**src/rtl/core/cvt_pkg.sv**
```systemverilog
`default_nettype none

package cvt_pkg;

  localparam logic [2:0] MODE_OPEN    = 3'd0;
  localparam logic [2:0] MODE_WAIT    = 3'd1;
  localparam logic [2:0] MODE_SIGNAL  = 3'd2;
  localparam logic [2:0] MODE_BCAST   = 3'd3;
  localparam logic [2:0] MODE_DESTROY = 3'd4;

  localparam logic [4:0] MAX_RES   = 5'd16;
  localparam logic [7:0] USERS_MAX = 8'd255;
  localparam logic [31:0] KEY_RESET = 32'hFFFF_FFFF;

  typedef struct packed {
    logic [2:0]         mode;
    logic signed [31:0] key;
    logic [3:0]         cond_index;
    logic [3:0]         waiting_task;
  } cvt_in_t;

  typedef struct packed {
    logic [3:0] slot_index;
    logic       open_failed;
    logic [3:0] released_task;
    logic       release_valid;
    logic       last;
    logic       bad_slot;
  } cvt_out_t;

endpackage

`default_nettype wire

```
**src/rtl/core/cvt_if.sv**
```systemverilog
`default_nettype none

interface cvt_in_if import cvt_pkg::*; ();
  logic    valid;
  logic    ready;
  cvt_in_t data;

  modport source (output valid, output data, input ready);
  modport sink (input valid, input data, output ready);
endinterface

interface cvt_out_if import cvt_pkg::*; ();
  logic     valid;
  logic     ready;
  cvt_out_t data;

  modport source (output valid, output data, input ready);
  modport sink (input valid, input data, output ready);
endinterface

`default_nettype wire

```
**src/rtl/core/condition_variable_table_core.sv**
```systemverilog
// Condition-variable table with a fixed set of slots, each holding a key, a
// saturating user count and a FIFO of waiting task ids.
// in_ch (sink): one beat is one request: open by key, wait, signal,
// broadcast or destroy. out_ch (source): result beats, last marks the final
// beat of a request; unused modes give no beat.
// Timing: a request is taken in the idle state and decoded in the next
// cycle from the queue memory's registered read. Open, wait, bad-slot and
// empty-queue requests answer from that decode step. Each release is a
// step of its own through the next-waiter memory: signal releases one
// waiter, broadcast and destroy step once per waiter (at most 16 reported;
// destroy walks on silently through further waiters).
// The result sits in an output register; a stalled receiver holds each
// reported step until the register drains, and a new request is taken
// while the last result still waits.
// Reset (synchronous, rst_n low) frees all slots and empties all queues at
// once; queue pointers are left unwritten until used.
`default_nettype none

module condition_variable_table_core import cvt_pkg::*; #(
  parameter int COND_SLOTS = 16,
  parameter int TASK_SLOTS = 16
) (
  input  wire        clk,
  input  wire        rst_n,
  cvt_in_if.sink     in_ch,
  cvt_out_if.source  out_ch
);

  localparam int SW = (COND_SLOTS > 1) ? $clog2(COND_SLOTS) : 1;
  localparam int TW = $clog2(TASK_SLOTS);

  typedef enum logic [2:0] {
    S_IDLE = 3'b001,
    S_EXEC = 3'b010,
    S_POP  = 3'b100
  } state_t;

  state_t state_r, state_nxt;

  cvt_in_t  req_r;
  logic     out_valid_r, out_valid_nxt;
  cvt_out_t out_data_r, out_data_nxt;

  logic [31:0] key_r   [COND_SLOTS];
  logic [7:0]  users_r [COND_SLOTS];
  logic [COND_SLOTS-1:0] nonempty_r;
  logic [TASK_SLOTS-1:0] queued_r;

  logic [2*TW-1:0] qmem [COND_SLOTS];
  logic [2*TW-1:0] q_rd_r;
  logic [TW-1:0]   nmem [TASK_SLOTS];
  logic [TW-1:0]   n_rd_r;

  logic [TW-1:0] head_r, head_nxt;
  logic [TW-1:0] tail_r, tail_nxt;
  logic [4:0]    cnt_r, cnt_nxt;

  logic            q_re, q_we;
  logic [SW-1:0]   q_raddr;
  logic [2*TW-1:0] q_wdata;
  logic            n_re, n_we;
  logic [TW-1:0]   n_raddr, n_waddr, n_wdata;

  logic          users_we, key_we;
  logic [7:0]    users_wdata;
  logic          ne_set, ne_clr;
  logic          qd_set, qd_clr;
  logic [TW-1:0] qd_idx;

  logic [SW+3:0] in_ci_ext, ci_ext;
  logic [SW-1:0] ci_idx;
  logic [TW+3:0] wt_ext;
  logic [TW-1:0] wt_idx;
  logic          ci_ok, wt_ok;
  logic          can_emit;
  logic          in_acc;

  logic          m_found, f_found;
  logic [SW-1:0] m_idx, f_idx, sel_idx;
  logic [SW+3:0] sel_ext;
  logic [TW+3:0] rel_ext;
  logic          empty_after, report, stop;
  logic [TW-1:0] q_head, q_tail;

  assign in_ch.ready  = (state_r == S_IDLE);
  assign in_acc       = in_ch.valid && in_ch.ready;
  assign out_ch.valid = out_valid_r;
  assign out_ch.data  = out_data_r;
  assign can_emit     = !out_valid_r || out_ch.ready;

  assign in_ci_ext = {{SW{1'b0}}, in_ch.data.cond_index};
  assign ci_ext    = {{SW{1'b0}}, req_r.cond_index};
  assign ci_idx    = ci_ext[SW-1:0];
  assign wt_ext    = {{TW{1'b0}}, req_r.waiting_task};
  assign wt_idx    = wt_ext[TW-1:0];
  assign ci_ok     = ({3'b000, req_r.cond_index} < 7'(COND_SLOTS));
  assign wt_ok     = ({3'b000, req_r.waiting_task} < 7'(TASK_SLOTS));

  assign q_head = q_rd_r[2*TW-1:TW];
  assign q_tail = q_rd_r[TW-1:0];

  assign empty_after = (head_r == tail_r);
  assign report      = (cnt_r < MAX_RES);
  assign stop        = empty_after || (req_r.mode == MODE_SIGNAL) ||
                       ((req_r.mode == MODE_BCAST) && (cnt_r == MAX_RES - 5'd1));
  assign rel_ext     = {4'b0000, head_r};

  // match and first-free search for open
  always_comb begin
    m_found = 1'b0;
    f_found = 1'b0;
    m_idx   = '0;
    f_idx   = '0;
    for (int i = COND_SLOTS - 1; i >= 0; i--) begin
      if ((key_r[i] == req_r.key) && (users_r[i] != 8'd0)) begin
        m_found = 1'b1;
        m_idx   = SW'(i);
      end
      if (users_r[i] == 8'd0) begin
        f_found = 1'b1;
        f_idx   = SW'(i);
      end
    end
  end

  assign sel_idx = m_found ? m_idx : f_idx;
  assign sel_ext = {4'b0000, sel_idx};

  always_comb begin
    state_nxt     = state_r;
    out_valid_nxt = out_valid_r && !out_ch.ready;
    out_data_nxt  = out_data_r;
    head_nxt      = head_r;
    tail_nxt      = tail_r;
    cnt_nxt       = cnt_r;
    q_re          = 1'b0;
    q_raddr       = in_ci_ext[SW-1:0];
    q_we          = 1'b0;
    q_wdata       = '0;
    n_re          = 1'b0;
    n_raddr       = '0;
    n_we          = 1'b0;
    n_waddr       = '0;
    n_wdata       = '0;
    users_we      = 1'b0;
    users_wdata   = 8'd0;
    key_we        = 1'b0;
    ne_set        = 1'b0;
    ne_clr        = 1'b0;
    qd_set        = 1'b0;
    qd_clr        = 1'b0;
    qd_idx        = wt_idx;

    unique case (state_r)
      S_IDLE: begin
        if (in_acc) begin
          q_re      = 1'b1;
          state_nxt = S_EXEC;
        end
      end

      S_EXEC: begin
        out_data_nxt.slot_index    = req_r.cond_index;
        out_data_nxt.open_failed   = 1'b0;
        out_data_nxt.released_task = 4'd0;
        out_data_nxt.release_valid = 1'b0;
        out_data_nxt.last          = 1'b1;
        out_data_nxt.bad_slot      = 1'b0;
        priority if (req_r.mode > MODE_DESTROY) begin
          out_data_nxt = out_data_r;
          state_nxt    = S_IDLE;
        end else if (req_r.mode == MODE_OPEN) begin
          if (can_emit) begin
            out_valid_nxt = 1'b1;
            state_nxt     = S_IDLE;
            if (m_found || f_found) begin
              out_data_nxt.slot_index = sel_ext[3:0];
              users_we    = 1'b1;
              key_we      = !m_found;
              users_wdata = !m_found ? 8'd1 :
                            (users_r[m_idx] < USERS_MAX) ? users_r[m_idx] + 8'd1 :
                            users_r[m_idx];
            end else begin
              out_data_nxt.slot_index  = 4'd0;
              out_data_nxt.open_failed = 1'b1;
            end
          end else begin
            out_data_nxt = out_data_r;
          end
        end else if (!ci_ok || (users_r[ci_idx] == 8'd0)) begin
          if (can_emit) begin
            out_valid_nxt          = 1'b1;
            out_data_nxt.bad_slot  = 1'b1;
            state_nxt              = S_IDLE;
          end else begin
            out_data_nxt = out_data_r;
          end
        end else if (req_r.mode == MODE_WAIT) begin
          if (can_emit) begin
            out_valid_nxt = 1'b1;
            state_nxt     = S_IDLE;
            if (wt_ok && !queued_r[wt_idx]) begin
              q_we   = 1'b1;
              ne_set = 1'b1;
              qd_set = 1'b1;
              if (nonempty_r[ci_idx]) begin
                n_we    = 1'b1;
                n_waddr = q_tail;
                n_wdata = wt_idx;
                q_wdata = {q_head, wt_idx};
              end else begin
                q_wdata = {wt_idx, wt_idx};
              end
            end
          end else begin
            out_data_nxt = out_data_r;
          end
        end else if (!nonempty_r[ci_idx]) begin
          if (can_emit) begin
            out_valid_nxt = 1'b1;
            state_nxt     = S_IDLE;
            users_we      = (req_r.mode == MODE_DESTROY);
          end else begin
            out_data_nxt = out_data_r;
          end
        end else begin
          out_data_nxt = out_data_r;
          users_we     = (req_r.mode == MODE_DESTROY);
          head_nxt     = q_head;
          tail_nxt     = q_tail;
          cnt_nxt      = 5'd0;
          n_re         = 1'b1;
          n_raddr      = q_head;
          state_nxt    = S_POP;
        end
      end

      S_POP: begin
        if (!report || can_emit) begin
          qd_clr = 1'b1;
          qd_idx = head_r;
          if (empty_after) begin
            ne_clr = 1'b1;
          end else begin
            q_we     = 1'b1;
            q_wdata  = {n_rd_r, tail_r};
            head_nxt = n_rd_r;
            n_re     = 1'b1;
            n_raddr  = n_rd_r;
          end
          if (report) begin
            out_valid_nxt              = 1'b1;
            out_data_nxt.slot_index    = req_r.cond_index;
            out_data_nxt.open_failed   = 1'b0;
            out_data_nxt.released_task = rel_ext[3:0];
            out_data_nxt.release_valid = 1'b1;
            out_data_nxt.last          = stop || (cnt_r == MAX_RES - 5'd1);
            out_data_nxt.bad_slot      = 1'b0;
            cnt_nxt                    = cnt_r + 5'd1;
          end
          if (stop) begin
            state_nxt = S_IDLE;
          end
        end
      end

      default: begin
        state_nxt = S_IDLE;
      end
    endcase
  end

  always_ff @(posedge clk) begin
    if (q_we) begin
      qmem[ci_idx] <= q_wdata;
    end
    if (q_re) begin
      q_rd_r <= qmem[q_raddr];
    end
  end

  always_ff @(posedge clk) begin
    if (n_we) begin
      nmem[n_waddr] <= n_wdata;
    end
    if (n_re) begin
      n_rd_r <= nmem[n_raddr];
    end
  end

  always_ff @(posedge clk) begin
    if (!rst_n) begin
      state_r     <= S_IDLE;
      out_valid_r <= 1'b0;
      nonempty_r  <= '0;
      queued_r    <= '0;
      for (int i = 0; i < COND_SLOTS; i++) begin
        users_r[i] <= 8'd0;
        key_r[i]   <= KEY_RESET;
      end
    end else begin
      state_r     <= state_nxt;
      out_valid_r <= out_valid_nxt;
      if (users_we) begin
        users_r[(req_r.mode == MODE_OPEN) ? sel_idx : ci_idx] <= users_wdata;
      end
      if (key_we) begin
        key_r[sel_idx] <= req_r.key;
      end
      if (ne_set) begin
        nonempty_r[ci_idx] <= 1'b1;
      end
      if (ne_clr) begin
        nonempty_r[ci_idx] <= 1'b0;
      end
      if (qd_set) begin
        queued_r[qd_idx] <= 1'b1;
      end
      if (qd_clr) begin
        queued_r[qd_idx] <= 1'b0;
      end
    end
  end

  always_ff @(posedge clk) begin
    if (in_acc) begin
      req_r <= in_ch.data;
    end
    out_data_r <= out_data_nxt;
    head_r     <= head_nxt;
    tail_r     <= tail_nxt;
    cnt_r      <= cnt_nxt;
  end

endmodule

`default_nettype wire
```
**src/flat_wrapper.sv**
```systemverilog
// flat-port wrapper written by rule: the top's interface ports become plain ports
module condition_variable_table_core_flat import cvt_pkg::*;
#(
  parameter int COND_SLOTS = 16,
  parameter int TASK_SLOTS = 16
)
  (clk, rst_n, in_ch_valid, in_ch_data, in_ch_ready, out_ch_valid, out_ch_data, out_ch_ready);
  cvt_in_if in_ch_i ();
  cvt_out_if out_ch_i ();
  input  wire clk;
  input  wire rst_n;
  input wire logic [$bits(in_ch_i.valid)-1:0] in_ch_valid;
  input wire logic [$bits(in_ch_i.data)-1:0] in_ch_data;
  output wire logic [$bits(in_ch_i.ready)-1:0] in_ch_ready;
  output wire logic [$bits(out_ch_i.valid)-1:0] out_ch_valid;
  output wire logic [$bits(out_ch_i.data)-1:0] out_ch_data;
  input wire logic [$bits(out_ch_i.ready)-1:0] out_ch_ready;
  assign in_ch_i.valid = in_ch_valid;
  assign in_ch_i.data = in_ch_data;
  assign in_ch_ready = in_ch_i.ready;
  assign out_ch_valid = out_ch_i.valid;
  assign out_ch_data = out_ch_i.data;
  assign out_ch_i.ready = out_ch_ready;
  condition_variable_table_core #(.COND_SLOTS(COND_SLOTS), .TASK_SLOTS(TASK_SLOTS)) u_core (.clk(clk), .rst_n(rst_n), .in_ch(in_ch_i), .out_ch(out_ch_i));
endmodule
```
**config.mk**
```make
export PLATFORM = sky130hd
export DESIGN_NAME = condition_variable_table_core_flat
export DESIGN_NICKNAME = d
export VERILOG_FILES = /design/src/rtl/core/cvt_pkg.sv /design/src/rtl/core/cvt_if.sv /design/src/rtl/core/condition_variable_table_core.sv /design/src/flat_wrapper.sv
export SDC_FILE = /design/constraint.sdc
export NUM_CORES = 2
export LEC_CHECK = 0
export ABC_AREA = 1
export BUFFER_PORTS_ARGS = -buffer_cell sky130_fd_sc_hd__buf_2
export CAP_MARGIN = 0
export CORE_MARGIN = 2
export CORE_UTILIZATION = 41
export CTS_CLUSTER_SIZE = 10
export DETAILED_ROUTE_END_ITERATION = 8
export GPL_ROUTABILITY_DRIVEN = 0
export PLACE_DENSITY = 0.62
export SETUP_SLACK_MARGIN = 0.1
export SLEW_MARGIN = 5
export SYNTH_ARGS = -nofsm -noshare
export SYNTH_HDL_FRONTEND = slang
export SYNTH_SLANG_ARGS = --single-unit
```
**constraint.sdc**
```tcl
create_clock -name clk -period 7.4 [get_ports clk]
set_clock_uncertainty 0.2 [all_clocks]
set_input_delay 1.11 -clock clk [delete_from_list [all_inputs] [get_ports clk]]
set_output_delay 1.11 -clock clk [all_outputs]
set_load 0.01 [all_outputs]
```
==> metrics.txt <==
status finished, final reports clean; global-route wire length before repair 210400 um; RSZ-0062 raised after global routing no; clk slew on worst S/H paths 60 ps; hpwl dp 92930 um; fin nets 4551; max incr delay on CP 690 ps; starting density of the core 41.44%; Post-Syn Nets 4488; drt wl/cell 23.76 um; Avg Inst Size Synth 10.37 um2; CTS sink count 952; final wirelength 143400 um; Slew HR 22.33%; Synth Instances 4435; Core Rows 122; fin crit period 6609 ps; CTS tree built; core area 111000 um2; CTS root buf clkbuf_16; Req. time, crit path 7600 ps; worst r2r src u_core.req_r[31]; EDFF count, synth 912; GRT overflow 0; worst path cell trace inv_2, or2_2, o21ai_0, inv_1, nand4_1, nor4_1, nand4_1, and2_1, and3_1, a21oi_4, clkinv_2, nand3_1, o211ai_1, nand2_1, ha_1, inv_1, nor2_4, nand2_1, nor2_2, nand4_1, nand2_1, nand2_1, nand2_2, nor2_1; drt pass-1 iters 6; 1st-iter DRT viols 4447; Post-route DRC 0; Tot GR Track Use 24.47%; Top FF cell, synth edfxtp_1; share of cells above drive strength 1 10.91%; Post-CTS Repair Setup Buffers 0; Post-CTS Hold Fix Bufs 0; post-synthesis register bit count 952; leak pwr 16.38 nW; maximum vdd drop 0.1924 mV; WS Path Type reg -> reg; Max Cap Viol 0; max-slew violations 0; total number of vias 33615; Syn Std Cell Area 45980 um2; post-cts resize count 0; Final setup violation count 0; vias per cell 5.570; Die ar. 114900 um2; largest net degree at the start of global routing 71; fraction of registers with async set/reset 0%; setup TNS 0 ps; Hold Slack 273.9 ps; Post-Place Setup Slack 1087 ps; Worst-Skew Late Latency 700 ps; register area share after synthesis 61.30%; most frequent CP cell nand2_1; CTS Buffer Depth 3; Fmax 0.1513 GHz; Yosys warning total 0; crit path launch u_core.req_r[31]; Power Density 229.8 nW/um2; Die Wd 338.9 um; DIE HEIGHT 338.9 um; Worst Tran Pin Value 1161 ps; CTS Buf Count 106; initial antenna violation count 2; Hold Crit Class reg -> reg; CP startpoint kind flip-flop; fin crit share 89.31%; Routed Antenna Nets 0; CP endpoint kind flip-flop; final hold vios 0; I/O Pins 61; CTS H-tree lvls 3; Port Buffer Count 60; peak fanout along the critical path 26; HP Start u_core.nonempty_r[12]; CP max-delay cell edfxtp_1; worst setup margin 791.2 ps; number of global-route vias before repair 32022; Netlist cell types 65; Worst EP arrival 6810 ps; Area Growth Syn to Fin 10.71%
==> cells by family after synthesis <==
group	synth area share [%]
DFF	61.30
buffers and inverters	5.298
xor gates and xnor gates	7.521
AOI/OAI and AO/OA	4.881
and+or+nand+nor	20.21
muxes	0.6313
adders and majority gates	0.1633
==> final timing paths <==
| check | to | slack, ps | depth (start not counted) |
|---|---|---|---|
| setup / recovery | u_core.users_r[0][0] | 790 | 24 |
| hold / removal | u_core.nonempty_r[12] | 270 | 2 |
| setup reg to reg | u_core.users_r[0][0] | 790 | 24 |
| hold reg to reg | u_core.nonempty_r[12] | 270 | 2 |
==> layout by cell type (no fill, tap or decap), types with 13 or more instances in the layout <==
cell       Yosys  routed
xnor2_1      332     332
nor3_1        37      36
nor4_1        52      52
nand2_2       14      14
buf_2         46      60
or2_2         85      85
nor2_2        21      22
a21oi_1       71      71
a211oi_1      18      18
mux2i_1       29      29
nor3b_1       13      13
clkbuf_16      0     108
o221ai_1      49      49
dfxtp_1       40      40
o21ai_1       48      52
nand2_1     1100    1100
buf_4         45     134
edfxtp_1     912     912
inv_2         37      37
clkbuf_1     133      41
nor2_1       447     445
xor2_1        61      61
nand3b_1      13      13
nand4_1      136     136
inv_1        272     272
nand3_1      170     170
o21ai_0      138     134
or2_1         13      13
==> critical path, delay by kind of cell, from the launching register on <==
family	cells	cell delay (ps)
AO/OA/AOI/OAI	3	680
flip-flops	1	690
adder cells (fa/ha/maj)	1	230
AND/OR/NAND/NOR	16	3190
buffers and inverters	4	1260
==> sequential cells by signal, indices dropped and copies added (netlist names), named ones only <==
register,count
u_core.key_r,512
u_core.qmem,128
u_core.users_r,128
u_core.nmem,64
u_core.req_r,35
u_core.nonempty_r,16
u_core.queued_r,16
u_core.out_ch.data,12
u_core.q_rd_r,8
u_core.cnt_r,5
u_core.ci_idx,4
u_core.head_r,4
u_core.n_rd_r,4
u_core.tail_r,4
u_core.wt_idx,4
u_core.state_r,3
u_core.out_ch.valid,1
==> final cells by class <==
class                      count  area [um2]
multi-input combinational   2925       15380
tap                         1488        1862
antenna                        1       2.502
timing repair buffer         196        1346
sequential                   952       28190
clock inverter                 7       78.83
inverter                     317        1192
fill                       10392       60070
clock buffer                 149        2856
==> stage by stage <==
step                utilization [%]  instances  area, um2  power (mW)
detailed placement            43.23       5878      47970       7.054
CTS                           45.87       6034      50910       11.72
global route                  45.87       6034      50910       12.00
floorplan                         -       4435      45980       6.649
global placement              43.23       5878      47970       7.053
finish                        45.87       6035      50910       11.70
==> power breakdown <==
group	switching [mW]	total (mW)	internal, mW
sequential	0.0789	6.01	5.93
combinational	0.706	0.958	0.251
clock	2.09	4.73	2.64
==> synthesized netlist by cell type, types with 61 or more instances <==
cell type / instances / area [um2]
nand3_1: 170 / 850.8
o21ai_0: 138 / 690.7
nand4_1: 136 / 850.8
edfxtp_1: 912 / 27390
or2_2: 85 / 531.8
nor2_1: 447 / 1678
clkbuf_1: 133 / 499.2
inv_1: 272 / 1021
a21oi_1: 71 / 355.3
xnor2_1: 332 / 2908
nand2_1: 1100 / 4129
xor2_1: 61 / 534.3
==> layer usage <==
layer	global-route usage (%)	wire, um
met5	0	0
met4	8.648	5234
met2	37.49	63660
met1	34.84	59600
met3	4.391	14890
No activity file was read; power rests on OpenSTA's default activity.
